$ cat src/pdps_pkg.sv
// ----------------------------------------------------------------------------
// pdps_pkg
// Shared types and constants of the dashed polyline splitter.
// ----------------------------------------------------------------------------
package pdps_pkg;

	localparam int COORD_BITS   = 32;
	localparam int LEN_BITS     = 32;
	localparam int CNT_BITS     = 3;
	localparam int POS_BITS     = 3;
	localparam int MAX_PATTERN  = 6;
	localparam int RESULT_LIMIT = 64;
	localparam int QUEUE_DEPTH  = 2;

	localparam int MAG_BITS  = COORD_BITS + 1;
	localparam int SEG_BITS  = COORD_BITS + 2;
	localparam int PROD_BITS = MAG_BITS + SEG_BITS;
	localparam int SQ_BITS   = 2 * SEG_BITS;

	localparam int REG_PATTERN_COUNT = 0;
	localparam int REG_LENGTH_0      = 1;

	localparam logic [LEN_BITS-1:0] LEN_RESET = LEN_BITS'(65536);
	localparam logic [CNT_BITS-1:0] CNT_RESET = CNT_BITS'(2);

	typedef struct packed {
		logic signed [COORD_BITS-1:0] vertex_x;
		logic signed [COORD_BITS-1:0] vertex_y;
		logic                         first_vertex;
	} vertex_t;

	typedef struct packed {
		logic signed [COORD_BITS-1:0] point_x;
		logic signed [COORD_BITS-1:0] point_y;
		logic                         run_end;
		logic                         overflow;
	} point_t;

	typedef struct packed {
		vertex_t                      v;
		logic signed [COORD_BITS-1:0] start_x;
		logic signed [COORD_BITS-1:0] start_y;
	} seg_job_t;

	typedef struct packed {
		logic                busy;
		logic [POS_BITS-1:0] pos;
	} back_status_t;

	typedef enum logic [2:0] {
		ST_IDLE,
		ST_SQ,
		ST_ROOT,
		ST_STEP,
		ST_DIV,
		ST_PUT,
		ST_TAIL
	} back_state_t;

	typedef enum logic [1:0] {
		MD_IDLE,
		MD_MUL,
		MD_DIV
	} md_phase_t;

	function automatic logic [MAG_BITS-1:0] mag_of(input logic signed [COORD_BITS-1:0] e,
		input logic signed [COORD_BITS-1:0] s);
		logic [MAG_BITS-1:0] d;
		d = {e[COORD_BITS-1], e} - {s[COORD_BITS-1], s};
		return d[MAG_BITS-1] ? (~d + MAG_BITS'(1)) : d;
	endfunction

endpackage

$ cat src/pdps_fifo.sv
// ----------------------------------------------------------------------------
// pdps_fifo
// Short job queue between the vertex front end and the stroke back end.
// ----------------------------------------------------------------------------
module pdps_fifo (
	input  logic                clk,
	input  logic                arst_n,
	input  logic                push,
	input  pdps_pkg::seg_job_t  push_data,
	output logic                full,
	input  logic                pop,
	output logic                rd_valid,
	output pdps_pkg::seg_job_t  rd_data
);

	localparam int D  = pdps_pkg::QUEUE_DEPTH;
	localparam int PW = (D > 1) ? $clog2(D) : 1;
	localparam int CW = $clog2(D + 1);

	pdps_pkg::seg_job_t mem_q [D];
	logic [PW-1:0] wr_q, rd_q;
	logic [CW-1:0] cnt_q;

	assign full     = (cnt_q == CW'(D));
	assign rd_valid = (cnt_q != '0);
	assign rd_data  = mem_q[rd_q];

	always_ff @(posedge clk) begin
		if (push)
			mem_q[wr_q] <= push_data;
	end

	always_ff @(posedge clk or negedge arst_n) begin
		if (!arst_n) begin
			wr_q  <= '0;
			rd_q  <= '0;
			cnt_q <= '0;
		end else begin
			if (push)
				wr_q <= (wr_q == PW'(D - 1)) ? '0 : wr_q + PW'(1);
			if (pop)
				rd_q <= (rd_q == PW'(D - 1)) ? '0 : rd_q + PW'(1);
			if (push && !pop)
				cnt_q <= cnt_q + CW'(1);
			else if (pop && !push)
				cnt_q <= cnt_q - CW'(1);
		end
	end

endmodule

$ cat src/pdps_front.sv
// ----------------------------------------------------------------------------
// pdps_front
// Accepts vertices, tracks the previous vertex and drops repeated ones.
// ----------------------------------------------------------------------------
module pdps_front (
	input  logic                clk,
	input  logic                arst_n,
	input  logic                in_valid,
	output logic                in_stall,
	input  pdps_pkg::vertex_t   in_word,
	output logic                push,
	output pdps_pkg::seg_job_t  push_data,
	input  logic                full
);

	logic signed [pdps_pkg::COORD_BITS-1:0] prev_x_q, prev_y_q;
	logic started_q;
	logic acc, first, rep;

	assign in_stall = full;
	assign acc      = in_valid && !full;
	assign first    = in_word.first_vertex || !started_q;
	assign rep      = !first && (in_word.vertex_x == prev_x_q) && (in_word.vertex_y == prev_y_q);
	assign push     = acc && !rep;

	always_comb begin
		push_data                = '0;
		push_data.v              = in_word;
		push_data.v.first_vertex = first;
		push_data.start_x        = prev_x_q;
		push_data.start_y        = prev_y_q;
	end

	always_ff @(posedge clk or negedge arst_n) begin
		if (!arst_n) begin
			prev_x_q  <= '0;
			prev_y_q  <= '0;
			started_q <= 1'b0;
		end else if (push) begin
			prev_x_q  <= in_word.vertex_x;
			prev_y_q  <= in_word.vertex_y;
			started_q <= 1'b1;
		end
	end

endmodule

$ cat src/pdps_muldiv.sv
// ----------------------------------------------------------------------------
// pdps_muldiv
// Shift-add multiplier with an optional restoring divide of the product.
// ----------------------------------------------------------------------------
module pdps_muldiv (
	input  logic                             clk,
	input  logic                             arst_n,
	input  logic                             start,
	input  logic                             do_div,
	input  logic [pdps_pkg::MAG_BITS-1:0]    a,
	input  logic [pdps_pkg::SEG_BITS-1:0]    b,
	input  logic [pdps_pkg::SEG_BITS-1:0]    d,
	output logic                             done,
	output logic [pdps_pkg::PROD_BITS-1:0]   prod,
	output logic [pdps_pkg::MAG_BITS-1:0]    quot
);

	localparam int MW = pdps_pkg::MAG_BITS;
	localparam int SW = pdps_pkg::SEG_BITS;
	localparam int PW = pdps_pkg::PROD_BITS;
	localparam int CW = $clog2(SW + 1);

	pdps_pkg::md_phase_t phase_q;
	logic [PW-1:0] acc_q, mcand_q, acc_n;
	logic [SW-1:0] mplier_q, rem_q, d_q;
	logic [MW-1:0] src_q;
	logic [CW-1:0] cnt_q;
	logic          div_q, done_q;
	logic [SW:0]   rem2;
	logic          ge;

	assign acc_n = mplier_q[0] ? acc_q + mcand_q : acc_q;
	assign rem2  = {rem_q, src_q[MW-1]};
	assign ge    = (rem2 >= {1'b0, d_q});
	assign done  = done_q;
	assign prod  = acc_q;
	assign quot  = src_q;

	always_ff @(posedge clk) begin
		if (start) begin
			acc_q    <= '0;
			mcand_q  <= PW'(a);
			mplier_q <= b;
			d_q      <= d;
			div_q    <= do_div;
		end else if (phase_q == pdps_pkg::MD_MUL) begin
			acc_q    <= acc_n;
			mcand_q  <= {mcand_q[PW-2:0], 1'b0};
			mplier_q <= {1'b0, mplier_q[SW-1:1]};
			if (cnt_q == CW'(1)) begin
				rem_q <= acc_n[PW-1:MW];
				src_q <= acc_n[MW-1:0];
			end
		end else if (phase_q == pdps_pkg::MD_DIV) begin
			rem_q <= ge ? SW'(rem2 - {1'b0, d_q}) : rem2[SW-1:0];
			src_q <= {src_q[MW-2:0], ge};
		end
	end

	always_ff @(posedge clk or negedge arst_n) begin
		if (!arst_n) begin
			phase_q <= pdps_pkg::MD_IDLE;
			cnt_q   <= '0;
			done_q  <= 1'b0;
		end else begin
			done_q <= 1'b0;
			case (phase_q)
				pdps_pkg::MD_IDLE: begin
					if (start) begin
						phase_q <= pdps_pkg::MD_MUL;
						cnt_q   <= CW'(SW);
					end
				end
				pdps_pkg::MD_MUL: begin
					cnt_q <= cnt_q - CW'(1);
					if (cnt_q == CW'(1)) begin
						if (div_q) begin
							phase_q <= pdps_pkg::MD_DIV;
							cnt_q   <= CW'(MW);
						end else begin
							phase_q <= pdps_pkg::MD_IDLE;
							done_q  <= 1'b1;
						end
					end
				end
				pdps_pkg::MD_DIV: begin
					cnt_q <= cnt_q - CW'(1);
					if (cnt_q == CW'(1)) begin
						phase_q <= pdps_pkg::MD_IDLE;
						done_q  <= 1'b1;
					end
				end
				default: phase_q <= pdps_pkg::MD_IDLE;
			endcase
		end
	end

endmodule

$ cat src/pdps_isqrt.sv
// ----------------------------------------------------------------------------
// pdps_isqrt
// Digit-by-digit integer square root, two radicand bits per cycle.
// ----------------------------------------------------------------------------
module pdps_isqrt (
	input  logic                             clk,
	input  logic                             arst_n,
	input  logic                             start,
	input  logic [pdps_pkg::SQ_BITS-1:0]     v,
	output logic                             done,
	output logic [pdps_pkg::SEG_BITS-1:0]    root
);

	localparam int RW = pdps_pkg::SEG_BITS;
	localparam int VW = pdps_pkg::SQ_BITS;
	localparam int CW = $clog2(RW + 1);

	logic [VW-1:0]  src_q;
	logic [RW+2:0]  rem_q, sh, trial;
	logic [RW-1:0]  root_q;
	logic [CW-1:0]  cnt_q;
	logic           busy_q, done_q, ge;

	assign sh    = {rem_q[RW:0], src_q[VW-1:VW-2]};
	assign trial = {1'b0, root_q, 2'b01};
	assign ge    = (sh >= trial);
	assign done  = done_q;
	assign root  = root_q;

	always_ff @(posedge clk) begin
		if (start) begin
			src_q  <= v;
			rem_q  <= '0;
			root_q <= '0;
		end else if (busy_q) begin
			src_q  <= {src_q[VW-3:0], 2'b00};
			rem_q  <= ge ? sh - trial : sh;
			root_q <= {root_q[RW-2:0], ge};
		end
	end

	always_ff @(posedge clk or negedge arst_n) begin
		if (!arst_n) begin
			busy_q <= 1'b0;
			cnt_q  <= '0;
			done_q <= 1'b0;
		end else begin
			done_q <= 1'b0;
			if (start) begin
				busy_q <= 1'b1;
				cnt_q  <= CW'(RW);
			end else if (busy_q) begin
				cnt_q <= cnt_q - CW'(1);
				if (cnt_q == CW'(1)) begin
					busy_q <= 1'b0;
					done_q <= 1'b1;
				end
			end
		end
	end

endmodule

$ cat src/pdps_back.sv
// ----------------------------------------------------------------------------
// pdps_back
// Walks the dash pattern along each segment and emits the cut points.
// ----------------------------------------------------------------------------
module pdps_back #(
	parameter int MAX_PATTERN  = pdps_pkg::MAX_PATTERN,
	parameter int RESULT_LIMIT = pdps_pkg::RESULT_LIMIT,
	parameter int IDX_BITS     = $clog2(MAX_PATTERN + 1)
) (
	input  logic                             clk,
	input  logic                             arst_n,
	input  logic                             cfg_write,
	input  logic [IDX_BITS-1:0]              cfg_index,
	input  logic [pdps_pkg::LEN_BITS-1:0]    cfg_data,
	input  logic                             job_valid,
	input  pdps_pkg::seg_job_t               job,
	output logic                             job_pop,
	output logic                             out_valid,
	input  logic                             out_stall,
	output pdps_pkg::point_t                 out_word,
	output pdps_pkg::back_status_t           status
);

	localparam int CB = pdps_pkg::COORD_BITS;
	localparam int SW = pdps_pkg::SEG_BITS;
	localparam int LW = pdps_pkg::LEN_BITS;
	localparam int PB = pdps_pkg::POS_BITS;
	localparam int NW = $clog2(RESULT_LIMIT);
	localparam logic [PB:0] MAX_EVEN = (PB + 1)'(MAX_PATTERN - MAX_PATTERN % 2);

	pdps_pkg::back_state_t state_q, state_d, ret_q;
	pdps_pkg::point_t      pend_q, out_q;
	logic                  out_valid_q, out_free;
	logic [pdps_pkg::CNT_BITS-1:0] pc_q;
	logic [LW-1:0]         len_q [MAX_PATTERN];
	logic [NW-1:0]         n_q;
	logic [SW-1:0]         seg_q, rem_q, cons_q, left_ext, cons_n;
	logic [LW-1:0]         left_q, len_adv, len0;
	logic [PB-1:0]         pos_q, p_adv;
	logic [PB:0]           cnt_use, p1;
	logic signed [CB-1:0]  x_q, y_q, sx_q, sy_q, qx, qy;
	logic                  lim;

	logic                  ln_start, ln_div, ln_done_x, ln_done_y;
	logic [pdps_pkg::MAG_BITS-1:0]  ax, ay, quot_x, quot_y;
	logic [SW-1:0]                  bx, by;
	logic [pdps_pkg::PROD_BITS-1:0] prod_x, prod_y;
	logic                           rt_start, rt_done;
	logic [pdps_pkg::SQ_BITS-1:0]   rt_v;
	logic [SW-1:0]                  rt_root;

	assign out_free  = !out_valid_q || !out_stall;
	assign out_valid = out_valid_q;
	assign out_word  = out_q;
	assign status    = '{busy: (state_q != pdps_pkg::ST_IDLE), pos: pos_q};
	assign left_ext  = SW'(left_q);
	assign cons_n    = cons_q + left_ext;
	assign lim       = (n_q == NW'(RESULT_LIMIT - 1));
	assign qx        = quot_x[CB-1:0];
	assign qy        = quot_y[CB-1:0];

	always_comb begin
		cnt_use = {1'b0, pc_q[2:1], 1'b0};
		if (cnt_use < (PB + 1)'(2))
			cnt_use = (PB + 1)'(2);
		if (cnt_use > MAX_EVEN)
			cnt_use = MAX_EVEN;
		p1    = {1'b0, pos_q} + (PB + 1)'(1);
		p_adv = (p1 >= cnt_use) ? '0 : p1[PB-1:0];
		len_adv = len_q[0];
		for (int i = 0; i < MAX_PATTERN; i++) begin
			if (p_adv == PB'(i))
				len_adv = len_q[i];
		end
		if (len_adv == '0)
			len_adv = LW'(1);
		len0 = (len_q[0] == '0) ? LW'(1) : len_q[0];
	end

	// config registers
	always_ff @(posedge clk or negedge arst_n) begin
		if (!arst_n) begin
			pc_q <= pdps_pkg::CNT_RESET;
			for (int i = 0; i < MAX_PATTERN; i++)
				len_q[i] <= pdps_pkg::LEN_RESET;
		end else if (cfg_write) begin
			if (cfg_index == IDX_BITS'(pdps_pkg::REG_PATTERN_COUNT))
				pc_q <= cfg_data[pdps_pkg::CNT_BITS-1:0];
			for (int i = 0; i < MAX_PATTERN; i++) begin
				if (cfg_index == IDX_BITS'(pdps_pkg::REG_LENGTH_0 + i))
					len_q[i] <= cfg_data;
			end
		end
	end

	// lane operands, job pop and next state
	always_comb begin
		ln_start = 1'b0;
		ln_div   = 1'b0;
		ax       = pdps_pkg::mag_of(x_q, sx_q);
		ay       = pdps_pkg::mag_of(y_q, sy_q);
		bx       = cons_n;
		by       = cons_n;
		rt_start = 1'b0;
		rt_v     = SW'(0) + pdps_pkg::SQ_BITS'(prod_x) + pdps_pkg::SQ_BITS'(prod_y);
		job_pop  = 1'b0;
		state_d  = state_q;
		case (state_q)
			pdps_pkg::ST_IDLE: begin
				if (job_valid) begin
					job_pop = 1'b1;
					if (!job.v.first_vertex) begin
						ln_start = 1'b1;
						ax       = pdps_pkg::mag_of(job.v.vertex_x, job.start_x);
						ay       = pdps_pkg::mag_of(job.v.vertex_y, job.start_y);
						bx       = SW'(ax);
						by       = SW'(ay);
						state_d  = pdps_pkg::ST_SQ;
					end else begin
						state_d = pdps_pkg::ST_PUT;
					end
				end
			end
			pdps_pkg::ST_SQ: begin
				if (ln_done_x) begin
					rt_start = 1'b1;
					state_d  = pdps_pkg::ST_ROOT;
				end
			end
			pdps_pkg::ST_ROOT: begin
				if (rt_done)
					state_d = pdps_pkg::ST_STEP;
			end
			pdps_pkg::ST_STEP: begin
				if (left_q == '0) begin
					state_d = pdps_pkg::ST_STEP;
				end else if (rem_q <= left_ext) begin
					state_d = pdps_pkg::ST_PUT;
				end else begin
					ln_start = 1'b1;
					ln_div   = 1'b1;
					state_d  = pdps_pkg::ST_DIV;
				end
			end
			pdps_pkg::ST_DIV: begin
				if (ln_done_x)
					state_d = pdps_pkg::ST_PUT;
			end
			pdps_pkg::ST_TAIL: state_d = pdps_pkg::ST_PUT;
			pdps_pkg::ST_PUT: begin
				if (out_free)
					state_d = pend_q.run_end ? pdps_pkg::ST_IDLE : ret_q;
			end
			default: state_d = pdps_pkg::ST_IDLE;
		endcase
	end

	always_ff @(posedge clk or negedge arst_n) begin
		if (!arst_n)
			state_q <= pdps_pkg::ST_IDLE;
		else
			state_q <= state_d;
	end

	always_ff @(posedge clk or negedge arst_n) begin
		if (!arst_n) begin
			pos_q       <= '0;
			left_q      <= '0;
			n_q         <= '0;
			out_valid_q <= 1'b0;
			ret_q       <= pdps_pkg::ST_IDLE;
		end else begin
			if (out_valid_q && !out_stall && state_q != pdps_pkg::ST_PUT)
				out_valid_q <= 1'b0;
			case (state_q)
				pdps_pkg::ST_IDLE: begin
					if (job_valid) begin
						n_q <= '0;
						if (job.v.first_vertex) begin
							pos_q  <= '0;
							left_q <= len0;
						end
					end
				end
				pdps_pkg::ST_STEP: begin
					if (left_q == '0) begin
						pos_q  <= p_adv;
						left_q <= len_adv;
					end else if (rem_q == left_ext) begin
						pos_q  <= p_adv;
						left_q <= len_adv;
					end else if (rem_q < left_ext) begin
						ret_q <= pdps_pkg::ST_TAIL;
						if (lim) begin
							pos_q  <= '0;
							left_q <= len0;
						end else begin
							left_q <= left_q - rem_q[LW-1:0];
						end
					end
				end
				pdps_pkg::ST_DIV: begin
					if (ln_done_x) begin
						ret_q <= pdps_pkg::ST_STEP;
						if (lim) begin
							pos_q  <= '0;
							left_q <= len0;
						end else begin
							pos_q  <= p_adv;
							left_q <= len_adv;
						end
					end
				end
				pdps_pkg::ST_PUT: begin
					if (out_free) begin
						out_valid_q <= 1'b1;
						n_q         <= n_q + NW'(1);
					end
				end
				default: ;
			endcase
		end
	end

	always_ff @(posedge clk) begin
		case (state_q)
			pdps_pkg::ST_IDLE: begin
				if (job_valid) begin
					x_q    <= job.v.vertex_x;
					y_q    <= job.v.vertex_y;
					sx_q   <= job.start_x;
					sy_q   <= job.start_y;
					pend_q <= '{point_x: job.v.vertex_x, point_y: job.v.vertex_y,
						run_end: 1'b1, overflow: 1'b0};
				end
			end
			pdps_pkg::ST_ROOT: begin
				if (rt_done) begin
					seg_q  <= rt_root;
					rem_q  <= rt_root;
					cons_q <= '0;
				end
			end
			pdps_pkg::ST_STEP: begin
				if (left_q != '0) begin
					if (rem_q == left_ext)
						pend_q <= '{point_x: x_q, point_y: y_q, run_end: 1'b1, overflow: 1'b0};
					else if (rem_q < left_ext)
						pend_q <= '{point_x: x_q, point_y: y_q, run_end: lim, overflow: lim};
					else begin
						cons_q <= cons_n;
						rem_q  <= rem_q - left_ext;
					end
				end
			end
			pdps_pkg::ST_DIV: begin
				if (ln_done_x) begin
					pend_q.point_x  <= (x_q < sx_q) ? sx_q - qx : sx_q + qx;
					pend_q.point_y  <= (y_q < sy_q) ? sy_q - qy : sy_q + qy;
					pend_q.run_end  <= lim;
					pend_q.overflow <= lim;
				end
			end
			pdps_pkg::ST_TAIL:
				pend_q <= '{point_x: x_q, point_y: y_q, run_end: 1'b1, overflow: 1'b0};
			pdps_pkg::ST_PUT: begin
				if (out_free)
					out_q <= pend_q;
			end
			default: ;
		endcase
	end

	pdps_muldiv u_lane_x (
		.clk(clk), .arst_n(arst_n), .start(ln_start), .do_div(ln_div),
		.a(ax), .b(bx), .d(seg_q), .done(ln_done_x), .prod(prod_x), .quot(quot_x)
	);

	pdps_muldiv u_lane_y (
		.clk(clk), .arst_n(arst_n), .start(ln_start), .do_div(ln_div),
		.a(ay), .b(by), .d(seg_q), .done(ln_done_y), .prod(prod_y), .quot(quot_y)
	);

	pdps_isqrt u_root (
		.clk(clk), .arst_n(arst_n), .start(rt_start && ln_done_y), .v(rt_v),
		.done(rt_done), .root(rt_root)
	);

endmodule

$ cat src/polyline_dash_pattern_splitter.sv
// ----------------------------------------------------------------------------
// polyline_dash_pattern_splitter
// Splits a polyline into dash and gap pieces, one vertex word in, points out.
// ----------------------------------------------------------------------------
// channel   dir  handshake            word
// in        in   in_valid/in_stall    vertex_x, vertex_y, first_vertex
// out       out  out_valid/out_stall  point_x, point_y, run_end, overflow
// cfg       in   cfg_write            cfg_index, cfg_data
//
// a first vertex goes straight to the output; a segment is squared in the
// lanes, its length is taken by the root and each cut point is found by
// the shared multiply/divide lanes; each point then takes an output step,
// and the closing vertex may go out twice
// repeated vertices are dropped at the front
// a two-word queue lets the front keep taking words while the back works
// a stalled output holds the back end; reset clears all control state at once
// ----------------------------------------------------------------------------
module polyline_dash_pattern_splitter #(
	parameter int MAX_PATTERN  = pdps_pkg::MAX_PATTERN,
	parameter int RESULT_LIMIT = pdps_pkg::RESULT_LIMIT
) (
	input  logic                                       clk,
	input  logic                                       arst_n,
	input  logic                                       in_valid,
	output logic                                       in_stall,
	input  pdps_pkg::vertex_t                          in_word,
	output logic                                       out_valid,
	input  logic                                       out_stall,
	output pdps_pkg::point_t                           out_word,
	input  logic                                       cfg_write,
	input  logic [$clog2(MAX_PATTERN + 1)-1:0]         cfg_index,
	input  logic [pdps_pkg::LEN_BITS-1:0]              cfg_data
);

	localparam int IW = $clog2(MAX_PATTERN + 1);

	logic                   push, full, pop, rd_valid;
	pdps_pkg::seg_job_t     push_data, rd_data;
	pdps_pkg::back_status_t status;

	pdps_front u_front (
		.clk(clk), .arst_n(arst_n), .in_valid(in_valid), .in_stall(in_stall),
		.in_word(in_word), .push(push), .push_data(push_data), .full(full)
	);

	pdps_fifo u_queue (
		.clk(clk), .arst_n(arst_n), .push(push), .push_data(push_data), .full(full),
		.pop(pop), .rd_valid(rd_valid), .rd_data(rd_data)
	);

	pdps_back #(
		.MAX_PATTERN(MAX_PATTERN), .RESULT_LIMIT(RESULT_LIMIT), .IDX_BITS(IW)
	) u_back (
		.clk(clk), .arst_n(arst_n), .cfg_write(cfg_write), .cfg_index(cfg_index),
		.cfg_data(cfg_data), .job_valid(rd_valid), .job(rd_data), .job_pop(pop),
		.out_valid(out_valid), .out_stall(out_stall), .out_word(out_word),
		.status(status)
	);

	a_ovf_is_last: assert property (@(posedge clk) disable iff (!arst_n)
		out_valid && out_word.overflow |-> out_word.run_end)
		else $error("overflow word not marked last");

	a_pos_range: assert property (@(posedge clk) disable iff (!arst_n)
		status.busy |-> (32'(status.pos) < MAX_PATTERN))
		else $error("pattern position out of range");

	a_pop_idle: assert property (@(posedge clk) disable iff (!arst_n)
		pop |-> rd_valid && !status.busy)
		else $error("queue popped while back end busy");

endmodule
$ cat config.mk
export PLATFORM = sky130hd
export DESIGN_NAME = polyline_dash_pattern_splitter
export DESIGN_NICKNAME = d
export VERILOG_FILES = /design/src/pdps_pkg.sv /design/src/pdps_fifo.sv /design/src/pdps_front.sv /design/src/pdps_muldiv.sv /design/src/pdps_isqrt.sv /design/src/pdps_back.sv /design/src/polyline_dash_pattern_splitter.sv
export SDC_FILE = /design/constraint.sdc
export NUM_CORES = 2
export LEC_CHECK = 0
export BUFFER_PORTS_ARGS = -buffer_cell sky130_fd_sc_hd__buf_2
export CAP_MARGIN = 40
export CORE_MARGIN = 1
export CORE_UTILIZATION = 53
export CTS_CLUSTER_SIZE = 10
export DETAILED_ROUTE_END_ITERATION = 8
export PLACE_DENSITY = 0.69
export SYNTH_ARGS = -nofsm -noshare
export SYNTH_HDL_FRONTEND = slang
export SYNTH_SLANG_ARGS = --single-unit
$ cat constraint.sdc
create_clock -name clk -period 20.4 [get_ports clk]
set_clock_uncertainty 0.1 [all_clocks]
set_input_delay 1.02 -clock clk [delete_from_list [all_inputs] [get_ports clk]]
set_output_delay 1.02 -clock clk [all_outputs]
set_load 0.03 [all_outputs]
==> summary.txt <==
Timing
  – Slew at the pin with the worst max-slew slack: 1.01 ns
  – Setup TNS: 0 ns
  – Worst Setup Slack, final: 11.98 ns
  – Tmin final: 8.42 ns
  – Final setup vio count: 0
  – Slew Viols, Final: 0
  – Hold Vio Cnt, Final: 0
  – Relative slew margins: 0.310
  – Fin crit share: 0.413
  – Fmax achieved: 119 MHz
  – RSZ-0062 raised after global routing: false

Critical path
  – Critical setup path kind: reg -> reg
  – Critical Path Sink Type: flop
  – Slowest stage cell, crit path: nor4_1
  – Most frequent cell on the critical path: o21ai_0
  – Worst setup SP type: flop
  – FF-to-FF Start: u_back.sy_q[1]
  – Worst EP required: 20.83 ns
  – Reg2Reg Depth: 31
  – CP arrival: 8.85 ns
  – R2R Path End: u_back.pend_q[33]
  – Reg2reg setup slack: 11.98 ns
  – Max incr delay on CP: 0.61 ns
  – CP max FO: 25

Layout
  – Nets: 11,000
  – Share of layout cells above drive strength 1: 0.0949
  – P&R area growth vs syn: 9.95%
  – Fin cells: 13,000
  – Final Util: 0.587

Clock tree
  – CTS Buf Count: 190
  – H-tree Lvls: 4
  – Max Root-Sink Buffers: 3
  – Worst skew pair latency: 0.89 ns
  – CTS tree: yes
  – # clock sinks: 1,599
  – Clk root buf: clkbuf_16
  – Worst-path clk slew: 0.06 ns
  – Post-CTS sizing: 0
  – Buffer count from post-CTS setup fixing: 0
  – Cts-stage hold buffer count: 0

Placement
  – Cells after DPL: 12,600
  – DP HPWL: 237,000 um
  – I/O Buffers: 172
  – Setup Slack @ Placement: 12.26 ns
  – RePlAce Congestion: 0.995

Drt
  – Routed Antenna Nets: 0
  – Routed len/inst: 24.3 um
  – Via density: 6.27
  – DRT Wirelength: 316,000 um
  – Post-route DRC: 0
  – TritonRoute pass-1 iters: 7
  – Iteration-0 DRC count of the detailed router: 9,187
  – Via count: 81,300

Floorplanning
  – Initial Util: 0.533
  – Row cnt: 159
  – Die span in x: 437 um
  – Die Y-Extent: 437 um
  – # IOs: 173
  – Core area: 0.188 sq mm
  – Die area: 0.191 sq mm

Power
  – Pwr dens: 83.1 mW/mm^2
  – Int Pwr: 6.34 mW
  – Net Sw Power: 2.81 mW
  – LEAKAGE: 45.9 nW
  – Sw frac: 0.307
  – Largest vdd supply drop: 0.0913 mV
  – Total power: 9.15 mW
  – Comb power frac: 0.206
  – Clock power share: 0.364
  – Part of the power in registers: 0.431

Yosys
  – Post-synth top cells: 991 x edfxtp_1, 966 x a21oi_1, 813 x nor2_1
  – Top_reg_cell synth: edfxtp_1
  – Average size of a mapped cell: 9.76 sq um
  – Count of flip-flops with a built-in enable after synthesis: 991
  – Synth top area cells: edfxtp_1 30%, dfrtp_1 8.3%, ha_1 7.7%
  – Sequential-to-total area share from yosys stat: 0.436
  – Biggest area consumer among synthesized cells: edfxtp_1
  – Synth unique cells: 116
  – Yosys warning total: 0
  – Most frequent cell after synthesis: edfxtp_1
  – FFs w/ async S/R, synth: 0.211
  – Yosys reg bits: 1,599
  – Net Count, Synth: 11,000
  – Mapped Cells: 10,300
  – Post-Syn Area: 0.100 sq mm
  – Yosys top cell area share: 0.297

Outcome
  – Run status: complete, no violations

GRT
  – Initial antenna violation count: 16
  – Pin count of the biggest net entering global routing: 135
  – Vias in the first global route: 76,800
  – Global-route total usage across every layer: 0.321
  – GRT overflow: 0
  – First-pass GRT wire length: 471,000 um

Run
  – Max-capacitance violation count: 0

Min path
  – HP Class: in -> async
## cell families after synthesis
logic type,synth area share
AO/OA/AOI/OAI,0.193
AND/OR/NAND/NOR,0.122
flip-flops,0.436
buffers and inverters,0.0377
XOR/XNOR,0.0632
multiplexers,0.0686
adder cells (fa/ha/maj),0.0794
## routing by layer
layer	vias up	wire length, um	GRT usage
li1	37700	-	-
met1	39800	141000	0.471
met2	3368	137000	0.481
met3	431	28500	0.0583
met4	12	9140	0.0954
met5	-	186	0.00454
## state kept, by name, summed over array words and instances, names as in the netlist, 34 cells and up
register / count
u_back.seg_q: 34
u_back.len_q: 192
u_back.u_root.rem_q: 35
u_back.u_lane_x.mcand_q: 67
u_back.u_root.src_q: 68
u_back.u_lane_y.mcand_q: 67
u_back.u_lane_x.prod: 67
u_back.pend_q: 66
u_back.out_word: 66
u_back.u_lane_x.d_q: 34
u_back.rem_q: 34
u_back.u_root.root: 34
u_back.u_lane_x.mplier_q: 34
u_back.u_lane_y.mplier_q: 34
u_back.u_lane_x.rem_q: 34
u_queue.mem_q: 258
u_back.u_lane_y.prod: 67
u_back.cons_q: 34
u_back.u_lane_y.rem_q: 34
## power groups by stage
| stage | sequential (mW) | clock, mW | combinational, mW |
|---|---|---|---|
| 6_report | 3.94 | 3.33 | 1.88 |
| 3_3_place_gp | 3.98 | 0 | 1.75 |
| 5_1_grt | 3.97 | 3.48 | 1.99 |
| 3_5_place_dp | 4.00 | 0 | 1.80 |
| 2_1_floorplan | 3.96 | 0 | 1.16 |
| 4_1_cts | 3.94 | 3.37 | 1.82 |
## cell usage in the layout, fill, tap and decap left out, drive strengths merged, types with 43 or more instances in the layout
cell type / synthesis / final
edfxtp: 991 / 991
dfrtp: 330 / 330
nor3: 159 / 159
xor2: 305 / 305
nand2b: 100 / 100
o21bai: 79 / 79
a21o: 329 / 329
o22ai: 43 / 43
or3: 68 / 68
buf: 96 / 311
o211ai: 70 / 70
nor4: 50 / 50
nand3: 153 / 153
and2: 56 / 56
a21oi: 973 / 973
nor2b: 107 / 107
nand2: 803 / 803
nor2: 813 / 813
and3: 76 / 76
o21a: 109 / 109
a221oi: 52 / 52
a22oi: 43 / 43
a31oi: 88 / 88
clkbuf: 356 / 328
o21ai: 750 / 750
mux2: 281 / 281
nand4: 92 / 92
dfxtp: 271 / 271
xnor2: 416 / 416
ha: 613 / 613
a211oi: 129 / 129
inv: 532 / 533
mux2i: 370 / 370
o31ai: 68 / 68
## how the worst max path moves through the flow
stage | from | to
global placement | u_back.sy_q[1] | u_back.pend_q[33]
floorplan | u_back.left_q[0] | u_back.cons_q[0]
detailed placement | u_back.sy_q[1] | u_back.pend_q[33]
global route | u_back.sy_q[1] | u_back.pend_q[33]
finish | u_back.sy_q[1] | u_back.pend_q[33]
CTS | u_back.sy_q[1] | u_back.pend_q[33]
## critical path: cells and delay by family (launching register included)
family / cells / cell delay, ns
XOR/XNOR: 3 / 0.53
adder cells (fa/ha/maj): 2 / 0.64
flip-flops: 1 / 0.41
buffers and inverters: 2 / 0.39
AND/OR/NAND/NOR: 5 / 1.08
AO/OA/AOI/OAI: 19 / 4.91
## final cells by class
class / instances / area (sq um)
clock inverter: 29 / 586
sequential: 1599 / 43600
antenna: 8 / 20.0
multi-input combinational: 7674 / 52900
clock buffer: 327 / 5560
timing repair buffer: 312 / 2180
inverter: 534 / 2010
tap: 2495 / 3120
fill: 16000 / 77600
## per-stage QoR
step                hold WS [ns]  instance area [sq um]
global placement           0.300                 103000
finish                     0.117                 110000
CTS                        0.139                 110000
floorplan                  0.300                 100000
detailed placement         0.305                 104000
global route               0.162                 110000
Power figures use the tool's default switching activity.
